<file path="config.mk">
export PLATFORM = sky130hd
export DESIGN_NAME = mic_gain_gate_dual_smoother
export DESIGN_NICKNAME = d
export VERILOG_FILES = /design/src/rtl/core/mgg_pkg.sv /design/src/rtl/core/mgg_mul.sv /design/src/rtl/core/mic_gain_gate_dual_smoother.sv
export VERILOG_INCLUDE_DIRS = /design/src /design/src/rtl/core
export SDC_FILE = /design/constraint.sdc
export NUM_CORES = 2
export LEC_CHECK = 0
export ABC_AREA = 1
export BUFFER_PORTS_ARGS = -buffer_cell sky130_fd_sc_hd__buf_2
export CELL_PAD_IN_SITES_DETAIL_PLACEMENT = 0
export CELL_PAD_IN_SITES_GLOBAL_PLACEMENT = 1
export CORE_UTILIZATION = 30
export CTS_BUF_LIST = sky130_fd_sc_hd__clkbuf_2 sky130_fd_sc_hd__clkbuf_4 sky130_fd_sc_hd__clkbuf_8
export DETAILED_ROUTE_END_ITERATION = 8
export GPL_ROUTABILITY_DRIVEN = 0
export PLACE_DENSITY = 0.55
export SKIP_LAST_GASP = 1
export SLEW_MARGIN = 5
export SYNTH_ARGS = -nofsm -noshare
export SYNTH_HDL_FRONTEND = slang
export SYNTH_SLANG_ARGS = --single-unit
</file>
<file path="constraint.sdc">
create_clock -name clk -period 22.9 [get_ports clk]
set_input_delay 1.145 -clock clk [delete_from_list [all_inputs] [get_ports clk]]
set_output_delay 1.145 -clock clk [all_outputs]
set_load 0.02 [all_outputs]
</file>
<file path="src/rtl/core/mic_gain_gate_dual_smoother_assert.svh">
// ----------------------------------------------------------------------------
// mic gain gate assertion macros
// shared assertion forms clocked on clk and disabled while arst_n is low
// ----------------------------------------------------------------------------
`ifndef MIC_GAIN_GATE_DUAL_SMOOTHER_ASSERT_SVH
`define MIC_GAIN_GATE_DUAL_SMOOTHER_ASSERT_SVH

// same-cycle implication
`define MGG_ASSERT_IMPL(lbl, ante, cons, msg) \
	lbl: assert property (@(posedge clk) disable iff (!arst_n) (ante) |-> (cons)) \
		else $error(msg);

// next-cycle implication
`define MGG_ASSERT_NEXT(lbl, ante, cons, msg) \
	lbl: assert property (@(posedge clk) disable iff (!arst_n) (ante) |=> (cons)) \
		else $error(msg);

`endif

</file>
<file path="src/rtl/core/mgg_pkg.sv">
// ----------------------------------------------------------------------------
// mgg_pkg
// widths, register codes and the shared multiplier request for the level follower
// ----------------------------------------------------------------------------
package mgg_pkg;

	localparam int SAMPLE_SHIFT_DEF = 14;

	localparam int IN_W       = 32;
	localparam int SMP_W      = 22;
	localparam int GAIN_W     = 16;
	localparam int THR_W      = 22;
	localparam int ALPHA_W    = 16;
	localparam int CFG_W      = 22;
	localparam int CFG_IDX_W  = 2;
	localparam int GAIN_FRAC  = 12;
	localparam int ALPHA_FRAC = 16;

	// shared multiplier: signed a times unsigned b
	localparam int MUL_A_W = IN_W + 1;
	localparam int MUL_B_W = 16;
	localparam int PROD_W  = MUL_A_W + MUL_B_W + 1;

	localparam logic [GAIN_W-1:0]  GAIN_RST   = GAIN_W'(819);
	localparam logic [THR_W-1:0]   THR_RST    = THR_W'(50);
	localparam logic [ALPHA_W-1:0] ALPHA1_RST = ALPHA_W'(2621);
	localparam logic [ALPHA_W-1:0] ALPHA2_RST = ALPHA_W'(1966);

	typedef enum logic [CFG_IDX_W-1:0] {
		REG_GAIN   = 2'd0,
		REG_GATE   = 2'd1,
		REG_ALPHA1 = 2'd2,
		REG_ALPHA2 = 2'd3
	} cfg_reg_t;

	typedef struct packed {
		logic                      en;
		logic signed [MUL_A_W-1:0] a;
		logic [MUL_B_W-1:0]        b;
	} mul_req_t;

endpackage

</file>
<file path="src/rtl/core/mgg_mul.sv">
// ----------------------------------------------------------------------------
// mgg_mul
// shared signed-by-unsigned multiplier with a registered product
// ----------------------------------------------------------------------------
module mgg_mul
	import mgg_pkg::*;
(
	input  logic                     clk,
	input  mul_req_t                 req,
	output logic signed [PROD_W-1:0] prod
);

	logic signed [PROD_W-1:0] prod_q;

	// product register holds until the next issued multiply
	always_ff @(posedge clk) begin
		if (req.en) begin
			prod_q <= PROD_W'(req.a) * $signed({1'b0, req.b});
		end
	end

	assign prod = prod_q;

endmodule

</file>
<file path="src/rtl/core/mic_gain_gate_dual_smoother.sv">
// ----------------------------------------------------------------------------
// mic_gain_gate_dual_smoother
// sequence: gain multiply, scale, then a multiply and an update for each smoother, then done
// one beat at a time: three passes through one multiplier before the next is taken
// in_ready is high only in idle; a waiting result holds the next level in done
// reset: async active low, registers back to defaults, both levels cleared
// ----------------------------------------------------------------------------
`include "mic_gain_gate_dual_smoother_assert.svh"

module mic_gain_gate_dual_smoother
	import mgg_pkg::*;
#(
	parameter int SAMPLE_SHIFT = SAMPLE_SHIFT_DEF
) (
	input  logic                    clk,
	input  logic                    arst_n,
	// register write port
	input  logic                    cfg_we,
	input  logic [CFG_IDX_W-1:0]    cfg_index,
	input  logic [CFG_W-1:0]        cfg_data,
	// input beats
	input  logic                    in_valid,
	output logic                    in_ready,
	input  logic signed [IN_W-1:0]  raw_word,
	// result beats
	output logic                    out_valid,
	input  logic                    out_ready,
	output logic signed [SMP_W-1:0] smoothed_level
);

	// width of the pre-scaled sample after the arithmetic shift
	localparam int XW = IN_W - SAMPLE_SHIFT;

	localparam logic signed [PROD_W-1:0] SAT_HI = PROD_W'(2 ** (SMP_W - 1) - 1);
	localparam logic signed [PROD_W-1:0] SAT_LO = ~SAT_HI;

	// sequencer: three multiplies, gain first, then each smoother
	typedef enum logic [7:0] {
		ST_IDLE  = 8'b0000_0001,
		ST_MULG  = 8'b0000_0010,
		ST_SCALE = 8'b0000_0100,
		ST_MUL1  = 8'b0000_1000,
		ST_UPD1  = 8'b0001_0000,
		ST_MUL2  = 8'b0010_0000,
		ST_UPD2  = 8'b0100_0000,
		ST_DONE  = 8'b1000_0000
	} state_t;

	state_t                    state_q;
	logic [GAIN_W-1:0]         gain_q;
	logic [THR_W-1:0]          thr_q;
	logic [ALPHA_W-1:0]        alpha1_q;
	logic [ALPHA_W-1:0]        alpha2_q;
	logic signed [XW-1:0]      x_q;
	logic signed [SMP_W-1:0]   target_q;
	logic signed [SMP_W-1:0]   first_q;
	logic signed [SMP_W-1:0]   second_q;
	logic                      out_valid_q;
	logic signed [SMP_W-1:0]   out_q;

	mul_req_t                  mul_req;
	logic signed [PROD_W-1:0]  prod;
	logic signed [PROD_W-1:0]  gain_rnd;
	logic signed [PROD_W-1:0]  scaled;
	logic signed [SMP_W-1:0]   sat_s;
	logic [SMP_W:0]            mag;
	logic signed [SMP_W-1:0]   gated;
	logic signed [SMP_W:0]     diff1;
	logic signed [SMP_W:0]     diff2;
	logic                      out_free;

	// prev + alpha*(target-prev), sum truncated toward zero
	function automatic logic signed [SMP_W-1:0] smooth_next(
		input logic signed [SMP_W-1:0]  prev,
		input logic signed [PROD_W-1:0] p
	);
		logic signed [PROD_W-1:0] num;
		logic signed [PROD_W-1:0] num_rnd;
		logic signed [PROD_W-1:0] shifted;
		num = $signed({{(PROD_W - SMP_W - ALPHA_FRAC){prev[SMP_W-1]}}, prev,
			{ALPHA_FRAC{1'b0}}}) + p;
		num_rnd = num + $signed({{(PROD_W - ALPHA_FRAC){1'b0}},
			{ALPHA_FRAC{num[PROD_W-1]}}});
		shifted = num_rnd >>> ALPHA_FRAC;
		return shifted[SMP_W-1:0];
	endfunction

	// ---------------------------------------------------------------- config
	always_ff @(posedge clk or negedge arst_n) begin
		if (!arst_n) begin
			gain_q   <= GAIN_RST;
			thr_q    <= THR_RST;
			alpha1_q <= ALPHA1_RST;
			alpha2_q <= ALPHA2_RST;
		end else if (cfg_we) begin
			case (cfg_reg_t'(cfg_index))
				REG_GAIN:   gain_q   <= cfg_data[GAIN_W-1:0];
				REG_GATE:   thr_q    <= cfg_data[THR_W-1:0];
				REG_ALPHA1: alpha1_q <= cfg_data[ALPHA_W-1:0];
				REG_ALPHA2: alpha2_q <= cfg_data[ALPHA_W-1:0];
				default: ;
			endcase
		end
	end

	// ---------------------------------------------------------------- shared multiplier
	// differences are one bit wider than a level so they never wrap
	assign diff1 = {target_q[SMP_W-1], target_q} - {first_q[SMP_W-1], first_q};
	assign diff2 = {first_q[SMP_W-1], first_q} - {second_q[SMP_W-1], second_q};

	always_comb begin
		mul_req = '0;
		case (state_q)
			ST_MULG: begin
				mul_req.en = 1'b1;
				mul_req.a  = {{(MUL_A_W - XW){x_q[XW-1]}}, x_q};
				mul_req.b  = gain_q;
			end
			ST_MUL1: begin
				mul_req.en = 1'b1;
				mul_req.a  = {{(MUL_A_W - SMP_W - 1){diff1[SMP_W]}}, diff1};
				mul_req.b  = alpha1_q;
			end
			ST_MUL2: begin
				mul_req.en = 1'b1;
				mul_req.a  = {{(MUL_A_W - SMP_W - 1){diff2[SMP_W]}}, diff2};
				mul_req.b  = alpha2_q;
			end
			default: ;
		endcase
	end

	mgg_mul u_mul (
		.clk  (clk),
		.req  (mul_req),
		.prod (prod)
	);

	// ---------------------------------------------------------------- gain, saturate, gate
	// product of the unsigned Q4.12 gain back to integer, truncated toward zero
	assign gain_rnd = prod + $signed({{(PROD_W - GAIN_FRAC){1'b0}},
		{GAIN_FRAC{prod[PROD_W-1]}}});
	assign scaled = gain_rnd >>> GAIN_FRAC;

	always_comb begin
		if (scaled > SAT_HI) begin
			sat_s = SAT_HI[SMP_W-1:0];
		end else if (scaled < SAT_LO) begin
			sat_s = SAT_LO[SMP_W-1:0];
		end else begin
			sat_s = scaled[SMP_W-1:0];
		end
	end

	// magnitude needs one extra bit for the most negative sample
	assign mag   = sat_s[SMP_W-1] ? ((SMP_W + 1)'(0) - {1'b1, sat_s}) : {1'b0, sat_s};
	// strict compare: a magnitude equal to the threshold passes
	assign gated = (mag < {1'b0, thr_q}) ? '0 : sat_s;

	// ---------------------------------------------------------------- sequencer
	assign out_free = !out_valid_q || out_ready;
	assign in_ready = (state_q == ST_IDLE);

	always_ff @(posedge clk or negedge arst_n) begin
		if (!arst_n) begin
			state_q  <= ST_IDLE;
			first_q  <= '0;
			second_q <= '0;
		end else begin
			case (state_q)
				ST_IDLE: begin
					if (in_valid) begin
						state_q <= ST_MULG;
					end
				end
				ST_MULG:  state_q <= ST_SCALE;
				ST_SCALE: state_q <= ST_MUL1;
				ST_MUL1:  state_q <= ST_UPD1;
				ST_UPD1: begin
					first_q <= smooth_next(first_q, prod);
					state_q <= ST_MUL2;
				end
				ST_MUL2:  state_q <= ST_UPD2;
				ST_UPD2: begin
					second_q <= smooth_next(second_q, prod);
					state_q  <= ST_DONE;
				end
				ST_DONE: begin
					// hold here until the result register can take the new level
					if (out_free) begin
						state_q <= ST_IDLE;
					end
				end
				default: state_q <= ST_IDLE;
			endcase
		end
	end

	// sample and target registers carry payload only
	always_ff @(posedge clk) begin
		if (in_valid && in_ready) begin
			x_q <= XW'(raw_word >>> SAMPLE_SHIFT);
		end
		if (state_q == ST_SCALE) begin
			target_q <= gated;
		end
	end

	// ---------------------------------------------------------------- result register
	// separate from the sequencer so a new beat can enter while this one waits
	always_ff @(posedge clk or negedge arst_n) begin
		if (!arst_n) begin
			out_valid_q <= 1'b0;
		end else if (state_q == ST_DONE && out_free) begin
			out_valid_q <= 1'b1;
		end else if (out_ready) begin
			out_valid_q <= 1'b0;
		end
	end

	always_ff @(posedge clk) begin
		if (state_q == ST_DONE && out_free) begin
			out_q <= second_q;
		end
	end

	assign out_valid      = out_valid_q;
	assign smoothed_level = out_q;

	// ---------------------------------------------------------------- checks
	`MGG_ASSERT_NEXT(a_busy_after_accept, in_valid && in_ready, !in_ready, "accepted a beat mid-item")
	`MGG_ASSERT_NEXT(a_result_load, state_q == ST_DONE && out_free, out_valid_q && out_q == $past(second_q), "result register missed the new level")
	`MGG_ASSERT_IMPL(a_first_update, first_q != $past(first_q), $past(state_q) == ST_UPD1, "first level changed outside its update step")

endmodule

</file>
==> flow_metrics.py <==
metrics = {
    "power": {
        "p_per_area_nw_per_um2": 66.6,
        "ir_worst_vdd_mv": 0.0395,
        "leakagePower_uw": 0.0191,
    },
    "routing": {
        "post_drt_via_cell_ratio": 4.65,
        "detail_route.wl_per_cell_um": 18.5,
        "firstDrtPassIters": 7,
        "drc": 0,
        "ant_nets": 0,
        "routed_wl_um": 111000,
        "drt-initial-drc-count": 1243,
        "via_count": 28000,
    },
    "run": {
        "maxCapViolations": 0,
    },
    "worst_setup_path": {
        "path_class": "flop to flop",
        "end_kind": "flop",
        "startpoint_type": "flop",
        "max_stage_delay_ns": 0.71,
        "cp_max_fo": 16,
        "r2r_slack_ns": 12.00,
        "r2r-start": "second_q[0]",
        "crit_required_ns": 23.23,
        "reg2reg_to": "u_mul.prod[47]",
        "cp_common_cell": "nand2_1",
        "worstPathArrival_ns": 11.24,
        "worstRegToRegCells": 40,
        "cpMaxStageDelayCell": "nand3_1",
    },
    "clock_network": {
        "htree_num_levels": 2,
        "clock-sinks": 235,
        "clk_pin_slew_ns": 0.08,
        "cts_buffers": 49,
        "cts_tree": "built",
        "ctsHoldBuffers": 0,
        "clk_latency_ns": 0.70,
        "post_cts_resized": 0,
        "post_cts_buffers": 0,
        "cts_root_buf": "clkbuf_8",
        "cts_buffer_depth": 3,
    },
    "placement": {
        "hpwl_um": 91700,
        "io_buffers": 70,
        "place_inst": 5918,
    },
    "sta": {
        "slew_headroom": 0.282,
        "fmax_mhz": 91.7,
        "hold_viol": 0,
        "fin_crit_ns": 10.90,
        "setup_violations": 0,
        "worst_pin_slew_ns": 1.07,
        "fin_skew_ns": 0.0877,
        "fin_hold_ws_ns": 0.467,
        "finalSetupTns_ns": 0,
        "period_share": 0.476,
        "drv_slew": 0,
        "rsz0062_at_grt": "false",
    },
    "synthesis": {
        "syn_area_per_cell_um2": 7.49,
        "synth_ff_type": "edfxtp_1",
        "ys_warn_count": 0,
        "syn-cell-area_um2": 33100,
        "synthCells": 4424,
        "yosysSeqAreaShare": 0.195,
        "synthDistinctLibCells": 63,
        "ys_seq_elements": 235,
        "synthesis.nets": 5134,
        "synth-edff-count": 112,
        "async_flop_share": 0.523,
    },
    "global_route": {
        "grt_max_degree": 69,
        "grt_pass1_vias": 28900,
        "track_usage": 0.201,
        "grt_overflow": 0,
        "antenna_found_initial": 2,
        "grt_pass1_wl_um": 172000,
    },
    "run_status": {
        "status": "completed",
    },
    "finish": {
        "final_cell_count_no_fill": 6012,
        "areaGrowthSynthToFinish_pct": 9.99,
        "num-fill-cells": 11900,
        "multiInputGateArea_um2": 22600,
        "layout.nets": 5203,
        "drive_gt1_frac": 0.0734,
        "seqCellArea_um2": 6470,
    },
    "floorplanning": {
        "row_count": 121,
        "core_area_um2": 109000,
        "die_height_um": 334,
        "die-area_um2": 112000,
        "io_pins": 85,
        "die_x_um": 334,
        "initial_utilization": 0.303,
    },
    "hold_path": {
        "hold_class": "primary input to asynchronous set/reset pin",
    },
}
## power breakdown
part / total, uW / internal (uW) / switching (uW)
clock: 491 / 273 / 217
sequential: 632 / 528 / 103
combinational: 1300 / 412 / 891
total: 2430 / 1210 / 1210
## layer usage
metal / track usage / share of wire / vias up
li1: - / - / 13900
met1: 0.274 / 0.48 / 13600
met2: 0.346 / 0.48 / 375
met3: 0.0185 / 0.027 / 105
met4: 0.0373 / 0.016 / 0
met5: 0 / 0 / -
## layout by cell type, fill, tap and decap left out, types with 8 or more instances in the layout
master,instances
a21o_1,17
a21oi_1,231
a21oi_2,10
a31oi_1,13
buf_2,69
buf_4,50
clkbuf_4,8
clkbuf_8,56
clkinv_1,8
clkinv_2,14
dfrtp_1,98
dfstp_2,25
edfxtp_1,112
fa_1,368
ha_1,281
inv_1,971
inv_2,9
nand2_1,1136
nand2_2,17
nand3_1,188
nand3b_1,14
nand4_1,51
nor2_1,262
nor2_2,17
nor3_1,40
o211ai_1,13
o21a_1,10
o21ai_0,195
o21ai_1,10
o21bai_1,8
or2_2,17
xnor2_1,40
xor2_1,81
## sequential cells by signal, indices dropped and copies added (netlist names)
signal,cells
alpha1_q,16
alpha2_q,16
first_q,22
gain_q,16
out_valid,1
second_q,22
smoothed_level,22
state_q,8
target_q,22
thr_q,22
u_mul.prod,50
x_q,18
## critical path, delay by kind of cell, from the launching register on
kind	cells	cell delay, ns
AO/OA/AOI/OAI	8	2.49
adder cells (fa/ha/maj)	9	4.54
buffers and inverters	6	0.51
flip-flops	1	0.51
AND/OR/NAND/NOR	17	2.47
## cells by family (layout without fill, tap and decap cells)
| kind of cell | Yosys count | in the layout | synth area share |
|---|---|---|---|
| adder cells (fa/ha/maj) | 650 | 650 | 0.329 |
| buffers and inverters | 1085 | 1195 | 0.125 |
| flip-flops | 235 | 235 | 0.195 |
| AO/OA/AOI/OAI | 560 | 560 | 0.0958 |
| other | 0 | 2 | 0 |
| AND/OR/NAND/NOR | 1773 | 1773 | 0.223 |
| XOR/XNOR | 121 | 121 | 0.0320 |
## area by class of cell
type / count / share of cell area
well taps: 1476 / 0.0507
inverters: 983 / 0.101
repair buffers: 120 / 0.0201
diodes: 2 / 0.000137
clock buffers: 64 / 0.0228
multi-input cells: 3104 / 0.621
flip-flops and latches: 235 / 0.178
clock inverters: 28 / 0.00642
## worst max path at each step
| stage | startpoint | to | slack, ns | depth (start not counted) |
|---|---|---|---|---|
| finish | second_q[0] | u_mul.prod[47] | 12.00 | 40 |
| global placement | second_q[0] | u_mul.prod[45] | 11.77 | 40 |
| floorplan | first_q[1] | u_mul.prod[44] | 14.63 | 44 |
| global route | second_q[0] | u_mul.prod[49] | 10.90 | 40 |
| CTS | second_q[0] | u_mul.prod[47] | 11.67 | 40 |
| detailed placement | second_q[0] | u_mul.prod[47] | 11.79 | 40 |
## stage by stage
stage | worst slack (ns) | total power, uW | cell area, um^2 | utilization
2_1_floorplan | 14.63 | 1490 | 33100 | -
3_3_place_gp | 11.77 | 1950 | 35400 | 0.324
3_5_place_dp | 11.79 | 1940 | 35400 | 0.324
4_1_cts | 11.67 | 2450 | 36400 | 0.334
5_1_grt | 10.90 | 2640 | 36400 | 0.334
6_report | 12.00 | 2430 | 36400 | 0.334
## synth_stat cells (3+ instances only)
cell type / n / share of area
nand2_1: 1136 / 0.13
inv_1: 971 / 0.11
fa_1: 368 / 0.22
ha_1: 281 / 0.11
nor2_1: 264 / 0.030
a21oi_1: 231 / 0.035
o21ai_0: 195 / 0.029
nand3_1: 190 / 0.029
edfxtp_1: 112 / 0.10
dfrtp_1: 98 / 0.074
clkbuf_1: 82 / 0.0093
xor2_1: 81 / 0.021
nand4_1: 51 / 0.0096
nor3_1: 40 / 0.0060
xnor2_1: 40 / 0.011
dfstp_2: 25 / 0.020
a21o_1: 17 / 0.0039
nand2_2: 17 / 0.0032
or2_2: 17 / 0.0032
nor2_2: 15 / 0.0028
nand3b_1: 14 / 0.0032
a31oi_1: 13 / 0.0025
o211ai_1: 13 / 0.0029
o221ai_1: 11 / 0.0029
a21oi_2: 10 / 0.0026
buf_2: 10 / 0.0015
o21a_1: 10 / 0.0023
o21ai_1: 10 / 0.0015
inv_2: 9 / 0.0010
o21bai_1: 8 / 0.0018
a21boi_0: 7 / 0.0016
a21boi_2: 7 / 0.0024
nor4_1: 7 / 0.0013
o31ai_1: 7 / 0.0016
a211oi_1: 5 / 0.0011
buf_6: 5 / 0.0017
nor3_2: 4 / 0.0012
and2_1: 3 / 0.00057
buf_1: 3 / 0.00034
clkinv_1: 3 / 0.00034
nor2_4: 3 / 0.0010
nor3b_1: 3 / 0.00068
o311ai_1: 3 / 0.00079
(Power assumes the default switching activity.)
